$ cat config.mk
export PLATFORM = sky130hd
export DESIGN_NAME = i2c_register_read_sequencer_flat
export DESIGN_NICKNAME = d
export VERILOG_FILES = /design/src/rtl/irrs_pkg.sv /design/src/rtl/irrs_if.sv /design/src/rtl/irrs_apb_regs.sv /design/src/rtl/irrs_seq.sv /design/src/rtl/i2c_register_read_sequencer.sv /design/src/flat_wrapper.sv
export SDC_FILE = /design/constraint.sdc
export NUM_CORES = 1
export LEC_CHECK = 0
export BUFFER_PORTS_ARGS = -buffer_cell sky130_fd_sc_hd__buf_2
export CORE_MARGIN = 5
export CORE_UTILIZATION = 54
export DETAILED_ROUTE_END_ITERATION = 8
export PLACE_DENSITY_LB_ADDON = 0.1
export SYNTH_ARGS = -nofsm -noshare
export SYNTH_HDL_FRONTEND = slang
export SYNTH_SLANG_ARGS = --single-unit
$ cat constraint.sdc
create_clock -name i_clk -period 6.19 [get_ports i_clk]
set_input_delay 0.3095 -clock i_clk [delete_from_list [all_inputs] [get_ports i_clk]]
set_output_delay 0.3095 -clock i_clk [all_outputs]
set_load 0.03 [all_outputs]
$ cat src/rtl/irrs_pkg.sv
// types and constants of the i2c register read sequencer
// no dependencies
`default_nettype none

package irrs_pkg;

    localparam int unsigned APB_ADDR_W = 3;
    localparam int unsigned APB_DATA_W = 32;

    localparam logic REG_DEVICE_ADDRESS = 1'b0;
    localparam logic [6:0] DEV_ADDR_RESET = 7'd104;

    localparam logic MODE_START = 1'b0;
    localparam logic MODE_EVENT = 1'b1;

    localparam logic [7:0] ST_MASK       = 8'hF8;
    localparam logic [7:0] ST_START      = 8'h08;
    localparam logic [7:0] ST_REP_START  = 8'h10;
    localparam logic [7:0] ST_SLA_W_ACK  = 8'h18;
    localparam logic [7:0] ST_DATA_W_ACK = 8'h28;
    localparam logic [7:0] ST_SLA_R_ACK  = 8'h40;

    localparam logic DIR_WRITE = 1'b0;
    localparam logic DIR_READ  = 1'b1;

    localparam logic [2:0] ERR_NONE   = 3'd0;
    localparam logic [2:0] ERR_START  = 3'd1;
    localparam logic [2:0] ERR_ADDR_W = 3'd2;
    localparam logic [2:0] ERR_REG    = 3'd3;
    localparam logic [2:0] ERR_RSTART = 3'd4;
    localparam logic [2:0] ERR_ADDR_R = 3'd5;

    typedef enum logic [2:0] {
        PH_IDLE   = 3'd0,
        PH_START  = 3'd1,
        PH_ADDRW  = 3'd2,
        PH_REG    = 3'd3,
        PH_RSTART = 3'd4,
        PH_ADDRR  = 3'd5,
        PH_RECV   = 3'd6
    } t_phase;

    typedef struct packed {
        logic       mode;
        logic [7:0] register_address;
        logic [7:0] byte_count;
        logic [7:0] bus_status;
        logic [7:0] received_byte;
    } t_req;

    typedef struct packed {
        logic       issue_start;
        logic       issue_stop;
        logic       issue_receive;
        logic       ack_receive;
        logic       send_valid;
        logic [7:0] send_byte;
        logic       read_valid;
        logic [7:0] read_byte;
        logic       read_last;
        logic [2:0] error_code;
        logic       busy_reject;
    } t_rsp;

    // handshake between top level and sequencer core
    typedef struct packed {
        logic       advance;
        logic [6:0] dev_addr;
    } t_seq_ctrl;

endpackage

`default_nettype wire

$ cat src/rtl/irrs_if.sv
// valid/ready channel interfaces for request and response transactions
// depends on irrs_pkg
`default_nettype none

interface irrs_req_if;
    logic            valid;
    logic            ready;
    irrs_pkg::t_req  payload;

    modport source (output valid, output payload, input ready);
    modport sink   (input valid, input payload, output ready);
endinterface

interface irrs_rsp_if;
    logic            valid;
    logic            ready;
    irrs_pkg::t_rsp  payload;

    modport source (output valid, output payload, input ready);
    modport sink   (input valid, input payload, output ready);
endinterface

`default_nettype wire

$ cat src/rtl/irrs_apb_regs.sv
// apb configuration register: seven-bit device address
// depends on irrs_pkg
`default_nettype none

module irrs_apb_regs (
    input  wire logic                                i_clk,
    input  wire logic                                i_rst_n,
    input  wire logic                                psel,
    input  wire logic                                penable,
    input  wire logic                                pwrite,
    input  wire logic [irrs_pkg::APB_ADDR_W-1:0]     paddr,
    input  wire logic [irrs_pkg::APB_DATA_W-1:0]     pwdata,
    output logic      [irrs_pkg::APB_DATA_W-1:0]     prdata,
    output logic                                     pready,
    output logic      [6:0]                          o_dev_addr
);

    logic [6:0] r_dev_addr;
    logic       w_sel_dev;

    assign w_sel_dev = (paddr[irrs_pkg::APB_ADDR_W-1] == irrs_pkg::REG_DEVICE_ADDRESS);

    always_ff @(posedge i_clk) begin
        if (!i_rst_n) begin
            r_dev_addr <= irrs_pkg::DEV_ADDR_RESET;
        end else if (psel && penable && pwrite && w_sel_dev) begin
            r_dev_addr <= pwdata[6:0];
        end
    end

    always_comb begin
        prdata = '0;
        if (w_sel_dev) begin
            prdata = {{(irrs_pkg::APB_DATA_W-7){1'b0}}, r_dev_addr};
        end
    end

    assign pready     = 1'b1;
    assign o_dev_addr = r_dev_addr;

endmodule

`default_nettype wire

$ cat src/rtl/irrs_seq.sv
// burst read phase sequencer: phase state and per-transaction result logic
// depends on irrs_pkg
`default_nettype none

module irrs_seq (
    input  wire logic                 i_clk,
    input  wire logic                 i_rst_n,
    input  wire irrs_pkg::t_seq_ctrl  i_ctrl,
    input  wire irrs_pkg::t_req       i_item,
    output irrs_pkg::t_rsp            o_rsp
);

    irrs_pkg::t_phase r_phase, n_phase;
    logic [7:0]       r_target, n_target;
    logic [7:0]       r_remaining, n_remaining;
    logic [7:0]       w_st;
    logic [7:0]       w_rem_dec;
    logic             w_idle;

    always_ff @(posedge i_clk) begin
        if (!i_rst_n) begin
            r_phase     <= irrs_pkg::PH_IDLE;
            r_target    <= '0;
            r_remaining <= '0;
        end else if (i_ctrl.advance) begin
            r_phase     <= n_phase;
            r_target    <= n_target;
            r_remaining <= n_remaining;
        end
    end

    assign w_st      = i_item.bus_status & irrs_pkg::ST_MASK;
    assign w_rem_dec = r_remaining - 8'd1;
    assign w_idle    = (r_phase == irrs_pkg::PH_IDLE) || (r_phase == 3'd7);

    always_comb begin
        n_phase     = r_phase;
        n_target    = r_target;
        n_remaining = r_remaining;
        o_rsp       = '0;
        if (i_item.mode == irrs_pkg::MODE_START) begin
            if (!w_idle) begin
                o_rsp.busy_reject = 1'b1;
            end else begin
                n_target          = i_item.register_address;
                n_remaining       = (i_item.byte_count == 8'd0) ? 8'd1 : i_item.byte_count;
                n_phase           = irrs_pkg::PH_START;
                o_rsp.issue_start = 1'b1;
            end
        end else begin
            unique case (r_phase)
                irrs_pkg::PH_START: begin
                    if (w_st != irrs_pkg::ST_START) begin
                        o_rsp.issue_stop = 1'b1;
                        o_rsp.error_code = irrs_pkg::ERR_START;
                        n_phase          = irrs_pkg::PH_IDLE;
                    end else begin
                        o_rsp.send_valid = 1'b1;
                        o_rsp.send_byte  = {i_ctrl.dev_addr, irrs_pkg::DIR_WRITE};
                        n_phase          = irrs_pkg::PH_ADDRW;
                    end
                end
                irrs_pkg::PH_ADDRW: begin
                    if (w_st != irrs_pkg::ST_SLA_W_ACK) begin
                        o_rsp.issue_stop = 1'b1;
                        o_rsp.error_code = irrs_pkg::ERR_ADDR_W;
                        n_phase          = irrs_pkg::PH_IDLE;
                    end else begin
                        o_rsp.send_valid = 1'b1;
                        o_rsp.send_byte  = r_target;
                        n_phase          = irrs_pkg::PH_REG;
                    end
                end
                irrs_pkg::PH_REG: begin
                    if (w_st != irrs_pkg::ST_DATA_W_ACK) begin
                        o_rsp.issue_stop = 1'b1;
                        o_rsp.error_code = irrs_pkg::ERR_REG;
                        n_phase          = irrs_pkg::PH_IDLE;
                    end else begin
                        o_rsp.issue_start = 1'b1;
                        n_phase           = irrs_pkg::PH_RSTART;
                    end
                end
                irrs_pkg::PH_RSTART: begin
                    if (w_st != irrs_pkg::ST_REP_START) begin
                        o_rsp.issue_stop = 1'b1;
                        o_rsp.error_code = irrs_pkg::ERR_RSTART;
                        n_phase          = irrs_pkg::PH_IDLE;
                    end else begin
                        o_rsp.send_valid = 1'b1;
                        o_rsp.send_byte  = {i_ctrl.dev_addr, irrs_pkg::DIR_READ};
                        n_phase          = irrs_pkg::PH_ADDRR;
                    end
                end
                irrs_pkg::PH_ADDRR: begin
                    if (w_st != irrs_pkg::ST_SLA_R_ACK) begin
                        o_rsp.issue_stop = 1'b1;
                        o_rsp.error_code = irrs_pkg::ERR_ADDR_R;
                        n_phase          = irrs_pkg::PH_IDLE;
                    end else begin
                        n_remaining         = w_rem_dec;
                        o_rsp.issue_receive = 1'b1;
                        o_rsp.ack_receive   = (w_rem_dec != 8'd0);
                        n_phase             = irrs_pkg::PH_RECV;
                    end
                end
                irrs_pkg::PH_RECV: begin
                    o_rsp.read_valid = 1'b1;
                    o_rsp.read_byte  = i_item.received_byte;
                    if (r_remaining == 8'd0) begin
                        o_rsp.read_last  = 1'b1;
                        o_rsp.issue_stop = 1'b1;
                        n_phase          = irrs_pkg::PH_IDLE;
                    end else begin
                        n_remaining         = w_rem_dec;
                        o_rsp.issue_receive = 1'b1;
                        o_rsp.ack_receive   = (w_rem_dec != 8'd0);
                    end
                end
                default: begin
                    // completion with no transaction running
                    n_phase = irrs_pkg::PH_IDLE;
                end
            endcase
        end
    end

endmodule

`default_nettype wire

$ cat src/rtl/i2c_register_read_sequencer.sv
// top level of the i2c register burst read sequencer
// depends on irrs_pkg, irrs_if, irrs_apb_regs, irrs_seq
//
//   channel  | dir | handshake         | contents
//   ---------+-----+-------------------+------------------------------------
//   i_req    | in  | valid/ready       | start request or engine completion
//   o_rsp    | out | valid/ready       | engine command, read byte, status
//   apb      | in  | psel/penable      | device address register
//
// one transaction per cycle unless o_rsp stalls; its result is registered on o_rsp
// a stall on o_rsp holds the result register; a second transaction waits in the
// input register and i_req.ready stays low until o_rsp.ready returns
// synchronous active-low reset clears phase, counters and both valid flags
`default_nettype none

module i2c_register_read_sequencer (
    input  wire logic                              i_clk,
    input  wire logic                              i_rst_n,
    irrs_req_if.sink                               i_req,
    irrs_rsp_if.source                             o_rsp,
    input  wire logic                              psel,
    input  wire logic                              penable,
    input  wire logic                              pwrite,
    input  wire logic [irrs_pkg::APB_ADDR_W-1:0]   paddr,
    input  wire logic [irrs_pkg::APB_DATA_W-1:0]   pwdata,
    output logic      [irrs_pkg::APB_DATA_W-1:0]   prdata,
    output logic                                   pready
);

    logic                r_in_valid;
    irrs_pkg::t_req      r_in;
    logic                r_out_valid;
    irrs_pkg::t_rsp      r_out;
    irrs_pkg::t_rsp      w_rsp;
    irrs_pkg::t_seq_ctrl w_ctrl;
    logic [6:0]          w_dev_addr;
    logic                w_adv;
    logic                w_in_ready;

    irrs_apb_regs u_regs (
        .i_clk      (i_clk),
        .i_rst_n    (i_rst_n),
        .psel       (psel),
        .penable    (penable),
        .pwrite     (pwrite),
        .paddr      (paddr),
        .pwdata     (pwdata),
        .prdata     (prdata),
        .pready     (pready),
        .o_dev_addr (w_dev_addr)
    );

    assign w_adv      = r_in_valid && (!r_out_valid || o_rsp.ready);
    assign w_in_ready = !r_in_valid || w_adv;

    assign w_ctrl.advance  = w_adv;
    assign w_ctrl.dev_addr = w_dev_addr;

    irrs_seq u_seq (
        .i_clk   (i_clk),
        .i_rst_n (i_rst_n),
        .i_ctrl  (w_ctrl),
        .i_item  (r_in),
        .o_rsp   (w_rsp)
    );

    always_ff @(posedge i_clk) begin
        if (!i_rst_n) begin
            r_in_valid <= 1'b0;
        end else if (i_req.valid && w_in_ready) begin
            r_in_valid <= 1'b1;
        end else if (w_adv) begin
            r_in_valid <= 1'b0;
        end
    end

    always_ff @(posedge i_clk) begin
        if (i_req.valid && w_in_ready) begin
            r_in <= i_req.payload;
        end
    end

    always_ff @(posedge i_clk) begin
        if (!i_rst_n) begin
            r_out_valid <= 1'b0;
        end else if (w_adv) begin
            r_out_valid <= 1'b1;
        end else if (o_rsp.ready) begin
            r_out_valid <= 1'b0;
        end
    end

    always_ff @(posedge i_clk) begin
        if (w_adv) begin
            r_out <= w_rsp;
        end
    end

    assign i_req.ready   = w_in_ready;
    assign o_rsp.valid   = r_out_valid;
    assign o_rsp.payload = r_out;

endmodule

`default_nettype wire

$ cat src/flat_wrapper.sv
// flat-port wrapper written by rule: the top's interface ports become plain ports
module i2c_register_read_sequencer_flat 
  (i_clk, i_rst_n, psel, penable, pwrite, paddr, pwdata, prdata, pready, i_req_valid, i_req_payload, i_req_ready, o_rsp_valid, o_rsp_payload, o_rsp_ready);
  irrs_req_if i_req_i ();
  irrs_rsp_if o_rsp_i ();
  input  wire logic i_clk;
  input  wire logic i_rst_n;
  input  wire logic psel;
  input  wire logic penable;
  input  wire logic pwrite;
  input  wire logic [irrs_pkg::APB_ADDR_W-1:0] paddr;
  input  wire logic [irrs_pkg::APB_DATA_W-1:0] pwdata;
  output logic      [irrs_pkg::APB_DATA_W-1:0] prdata;
  output logic pready;
  input wire logic [$bits(i_req_i.valid)-1:0] i_req_valid;
  input wire logic [$bits(i_req_i.payload)-1:0] i_req_payload;
  output wire logic [$bits(i_req_i.ready)-1:0] i_req_ready;
  output wire logic [$bits(o_rsp_i.valid)-1:0] o_rsp_valid;
  output wire logic [$bits(o_rsp_i.payload)-1:0] o_rsp_payload;
  input wire logic [$bits(o_rsp_i.ready)-1:0] o_rsp_ready;
  assign i_req_i.valid = i_req_valid;
  assign i_req_i.payload = i_req_payload;
  assign i_req_ready = i_req_i.ready;
  assign o_rsp_valid = o_rsp_i.valid;
  assign o_rsp_payload = o_rsp_i.payload;
  assign o_rsp_i.ready = o_rsp_ready;
  i2c_register_read_sequencer u_core (.i_clk(i_clk), .i_rst_n(i_rst_n), .i_req(i_req_i), .o_rsp(o_rsp_i), .psel(psel), .penable(penable), .pwrite(pwrite), .paddr(paddr), .pwdata(pwdata), .prdata(prdata), .pready(pready));
endmodule
; After elaboration in Yosys (flattened, before gate mapping)
; Index checks and enable logic that the tools add are counted.
[totals]
in_bits = 75
ff_bits = 88
output_inout_bits = 62
wordCells = 108
[classes]
n_addsub = 1
reduce_logical = 21
bitwise = 2
n_mux = 46
n_eq_ne = 16
[op_table]
columns = cell, count
row1 = two-way mux 8 bit, 5
row2 = two-way mux 9 bit, 3
row3 = one-hot mux 9 bit (3 select lines), 1
row4 = two-way mux 3 bit, 8
row5 = one-hot mux 3 bit (6 select lines), 1
row6 = logical NOT 8 bit, 2
row7 = two-way mux 1 bit, 16
row8 = one-hot mux 8 bit (2 select lines), 1
row9 = one-hot mux 3 bit (5 select lines), 1
row10 = equality test 3 bit (second input constant), 4
row11 = two-way mux 2 bit, 6
row12 = != test 3 bit (second input constant), 4
row13 = two-way mux 10 bit, 1
row14 = != test 5 x 2 -> 1 bit (second input constant), 2
row15 = nonzero test 8 bit, 1
row16 = subtractor 8 x 1 -> 8 bit (second input constant), 1
row17 = two-way mux 7 bit, 1
row18 = equality test 3 x 2 -> 1 bit (second input constant), 2
row19 = one-hot mux 1 bit (6 select lines), 1
row20 = AND reduction 3 bit, 2
row21 = nonzero test 2 bit, 3
row22 = logical AND 1 bit, 5
row23 = != test 5 x 1 -> 1 bit (second input constant), 1
row24 = != test 5 x 3 -> 1 bit (second input constant), 1
row25 = other kinds (9), 13

; Longest topological paths before layout
[logic_depth]
word_depth = 6
ltp_mapped = 7

; By module
; From an unflattened synthesis, not the netlist that was laid out.
[hier_totals]
hier_cells = 377
hier_area_um2 = 4277.9
[modules_own_cells]
columns = mod, area_each_um2, cells_per_inst, seq_area_each_um2, n_inst
row1 = i2c_register_read_sequencer, 1905.6, 69, 1841.8, 1
row2 = irrs_seq, 1805.5, 242, 380.4, 1
row3 = irrs_apb_regs, 566.8, 66, 140.1, 1

; Least setup slack after synthesis
; OpenSTA, ideal clock, no wires.
[synth_path]
path_type = register to register
startpoint = reg u_core.r_out_valid (netlist: u_core.o_rsp.valid)
endpoint = reg u_core.u_seq.r_remaining[0]
stages_incl_launch_ff = 7
n_path_buf = 0
path_slack_ns = 3.924
period_less_slack_ns = 2.266
t_arrival_ns = 2.192
setup_ns = 0.074
cell_sequence = dfxtp_1 > nor2b_1 > nand2b_1 > inv_1 > o21ai_2 > or4b_1 > a31oi_1
[synth_between]
elab_chain_len = 4
[synth_lines]
columns = item, line_no
row1 = from (decl), i2c_register_read_sequencer.sv:32  ; logic r_out_valid;
row2 = from (signal assigned), i2c_register_read_sequencer.sv:85  ; r_out_valid <= 1'b0;
row3 = from (signal assigned), i2c_register_read_sequencer.sv:87  ; r_out_valid <= 1'b1;
row4 = from (signal assigned), i2c_register_read_sequencer.sv:89  ; r_out_valid <= 1'b0;
row5 = logical NOT 1 bit, i2c_register_read_sequencer.sv:53  ; assign w_adv = r_in_valid && (!r_out_valid || o_rsp.ready);
row6 = logical OR 1 bit, i2c_register_read_sequencer.sv:53
row7 = logical AND 1 bit, i2c_register_read_sequencer.sv:53
row8 = net u_core.w_adv, i2c_register_read_sequencer.sv:37  ; logic w_adv;
row9 = AND reduction 5 bit (no line), -
row10 = to (signal assigned), irrs_seq.sv:28  ; r_remaining <= n_remaining;
row11 = to (decl), irrs_seq.sv:15  ; logic [7:0] r_remaining, n_remaining;
; The timed path passes the listed nets, and every way through them passes these cells.
; A chain may end at the register's enable or synchronous reset.

; Final worst setup path
[layout_path]
startpoint = reg u_core.u_seq.r_phase[1]
endpoint = reg u_core.u_seq.r_remaining[0]
[layout_between]
elab_chain_len = 4
elab_cells_between_ends = 12
[layout_lines]
columns = item, line_no
row1 = from (decl), irrs_seq.sv:13  ; irrs_pkg::t_phase r_phase, n_phase;
row2 = from (signal assigned), irrs_seq.sv:22  ; r_phase <= irrs_pkg::PH_IDLE;
row3 = from (signal assigned), irrs_seq.sv:26  ; r_phase <= n_phase;
row4 = equality test 3 bit or logical NOT 3 bit (tied branches), irrs_seq.sv:34  ; assign w_idle = (r_phase == irrs_pkg::PH_IDLE) || (r_phase == 3'd7);
row5 = logical OR 1 bit, irrs_seq.sv:34
row6 = nonzero test 2 bit (no line), -
row7 = AND reduction 5 bit (no line), -
; Several ways; a longest one is shown, not always the timed one.

==> flow_summary.toml <==
[detailed_routing]
dr.pass1.iters = 4
route.detailed.drc = 0
antenna_left = 0
viasPerCell = 5.08
routed_wl_um = 7130
first_iter_violations = 102
vias = 2609
wl_per_cell_um = 13.9

[place]
placed_area_sq_mm = 0.00423
preCtsSetupSlack_ps = 3760
place_congestion = 0.796
dpl.hpwl_um = 5090
io_buffer_count = 80
dpl.cell_count = 498

[global_route]
grt_max_degree = 35
antenna_found_initial = 0
grt_overflow = 0
grt_pass1_wl_um = 11400
grt_pass1_vias = 2423
grt_util_all_layers = 0.165

[worst_hold_path]
hp-class = "in2reg"

[pwr]
ir_drop_uv = 186
finalPower_w = 0.00118
powerDensity_mw_per_mm2 = 265
p_leak_nw = 1.81

[synth]
ys_types = 53
synth_area_sq_mm = 0.00384
async_flop_share = 0
avgSynthCellArea_sq_um = 11.5
yosys_register_bits = 85
synth-edff-count = 57
ys_seq_area_frac = 0.591
synthFlopType = "edfxtp_1"
ys_warn_count = 0
synth_cells = 335

[setup_path]
required_ps = 6460
cp_max_fo = 17
endpoint_kind = "register"
critPathKind = "reg2reg"
arrival_ps = 2750
cp-start-kind = "register"

[floorplan]
row_count = 30
pin_count = 137
die_w_um = 94.4
die-area_sq_mm = 0.00891
coreArea_sq_mm = 0.00687
initial_utilization = 0.560
die_h_um = 94.4

[clocking]
cts_hold_buf = 0
cts_sinks = 85
cts_buffer_depth = 2
worstSkewPairLatency_ps = 340
cts_made_buffers = 9
post-cts-setup-buffer-count = 0
cts-root-buf = "clkbuf_8"
post_cts_resized = 0
cts_tree = "done"
htree_levels = 3
path_clk_slew_ps = 90

[run_status]
status = "finished, final reports clean"

[timing]
setup_ws_ps = 3710
slew_headroom = 0.411
fmax_mhz = 404
hold_viol_final = 0
fin_tns_setup_ps = 0
tightestPinTransition_ps = 881
rsz0062_at_grt = "false"
period_minus_slack_ps = 2480
period_share = 0.400
timing.final.max_slew_violations = 0
setup_viol = 0
skew_ps = 9.84

[layout]
antenna_cells = 0
instances_no_fill = 514
fin_nets = 491
fin_area_sq_mm = 0.00443
fillers = 550
multi_input_area_sq_mm = 0.00137
layout-drive-gt1-share = 0.258
final_common_cell = "buf_2"
syn_to_final_growth_pct = 15.2
final_cell_mix = "buf_2, edfxtp_1, nor2_1"
regArea_sq_mm = 0.00227

[run]
drv_cap = 0
==> routing by layer <==
metal	part of all wire	vias to the layer above	GRT usage
met1	0.43	1198	0.217
met5	0	-	0
li1	-	1311	-
met3	0.079	13	0.0390
met4	0.015	0	0.0638
met2	0.48	87	0.265
==> path summary, 6_finish.rpt <==
kind / from / cells after the start / end / slack [ps]
setup / recovery: u_core.u_seq.r_phase[1]$_SDFFE_PN0P_ / 6 / u_core.u_seq.r_remaining[0]$_SDFFE_PN0P_ / 3710
hold / removal: i_req_payload[3] / 1 / u_core.r_in[3]$_DFFE_PP_ / 140
setup reg to reg: u_core.u_seq.r_phase[1]$_SDFFE_PN0P_ / 6 / u_core.u_seq.r_remaining[0]$_SDFFE_PN0P_ / 3710
hold reg to reg: u_core.u_seq.r_remaining[6]$_SDFFE_PN0P_ / 2 / u_core.u_seq.r_remaining[6]$_SDFFE_PN0P_ / 480
==> power by group <==
part	switching [W]	total, W	internal, W
clock network	0.000199	0.000389	0.000190
registers	0.0000174	0.000650	0.000633
logic	0.0000925	0.000136	0.0000437
total	0.000309	0.00118	0.000866
==> cell usage after synthesis (3+ instances only) <==
master / n / area, sq um
a31oi_1: 4 / 25.0
clkbuf_1: 12 / 45.0
nor2b_1: 11 / 68.8
buf_4: 26 / 195
nor2_1: 38 / 143
nor3_1: 8 / 40.0
or3_1: 4 / 25.0
ha_1: 3 / 37.5
nand2_1: 18 / 67.6
xnor2_1: 6 / 52.6
o21ai_0: 12 / 60.1
dfxtp_1: 28 / 561
a22o_1: 7 / 61.3
a2111o_1: 5 / 56.3
nand3_1: 7 / 35.0
mux2i_1: 16 / 160
inv_1: 8 / 30.0
edfxtp_1: 57 / 1710
a21oi_1: 12 / 60.1
and2_1: 10 / 62.6
==> worst max-delay path, cell delays in order, from the launching register on <==
cell	delay, ps
dfxtp_1	670
nand2_1	200
nor3b_1	230
buf_4	200
nor2b_1	720
o21ai_0	210
a31oi_1	170
==> sequential cells by signal (all words and copies together) (netlist names) <==
register                  cells
u_core.o_rsp.payload         27
u_core.r_in                  30
u_core.u_seq.r_target         8
u_core.u_seq.r_remaining      8
u_core.u_regs.o_dev_addr      7
u_core.o_rsp.valid            1
u_core.u_seq.r_phase          3
u_core.r_in_valid             1
==> kinds of logic (layout without fill, tap and decap cells) <==
kind of cell / Yosys count / in the layout / share of synthesized area
buffers and inverters: 50 / 109 / 0.0752
multiplexers: 16 / 16 / 0.0417
other: 2 / 26 / 0.00195
AND/OR/NAND/NOR: 118 / 118 / 0.164
AO/OA/AOI/OAI: 53 / 53 / 0.0980
adder cells (fa/ha/maj): 3 / 3 / 0.00976
XOR/XNOR: 8 / 8 / 0.0182
flip-flops: 85 / 85 / 0.591
==> layout make-up <==
cell class / count / share of cell area
Sequential cell: 85 / 0.513
Clock buffer: 10 / 0.0288
Timing Repair Buffer: 84 / 0.0972
Multi-Input combinational cell: 224 / 0.310
Inverter: 9 / 0.00763
Clock inverter: 6 / 0.0161
Tap cell: 96 / 0.0271
==> through the flow <==
| step | utilization | hold WS (ps) |
|---|---|---|
| 6_report | 0.645 | 138 |
| 3_5_place_dp | 0.616 | 465 |
| 2_1_floorplan | - | 371 |
| 4_1_cts | 0.645 | 119 |
| 5_1_grt | 0.645 | 111 |
| 3_3_place_gp | 0.616 | 462 |
(Power assumes the default switching activity.)
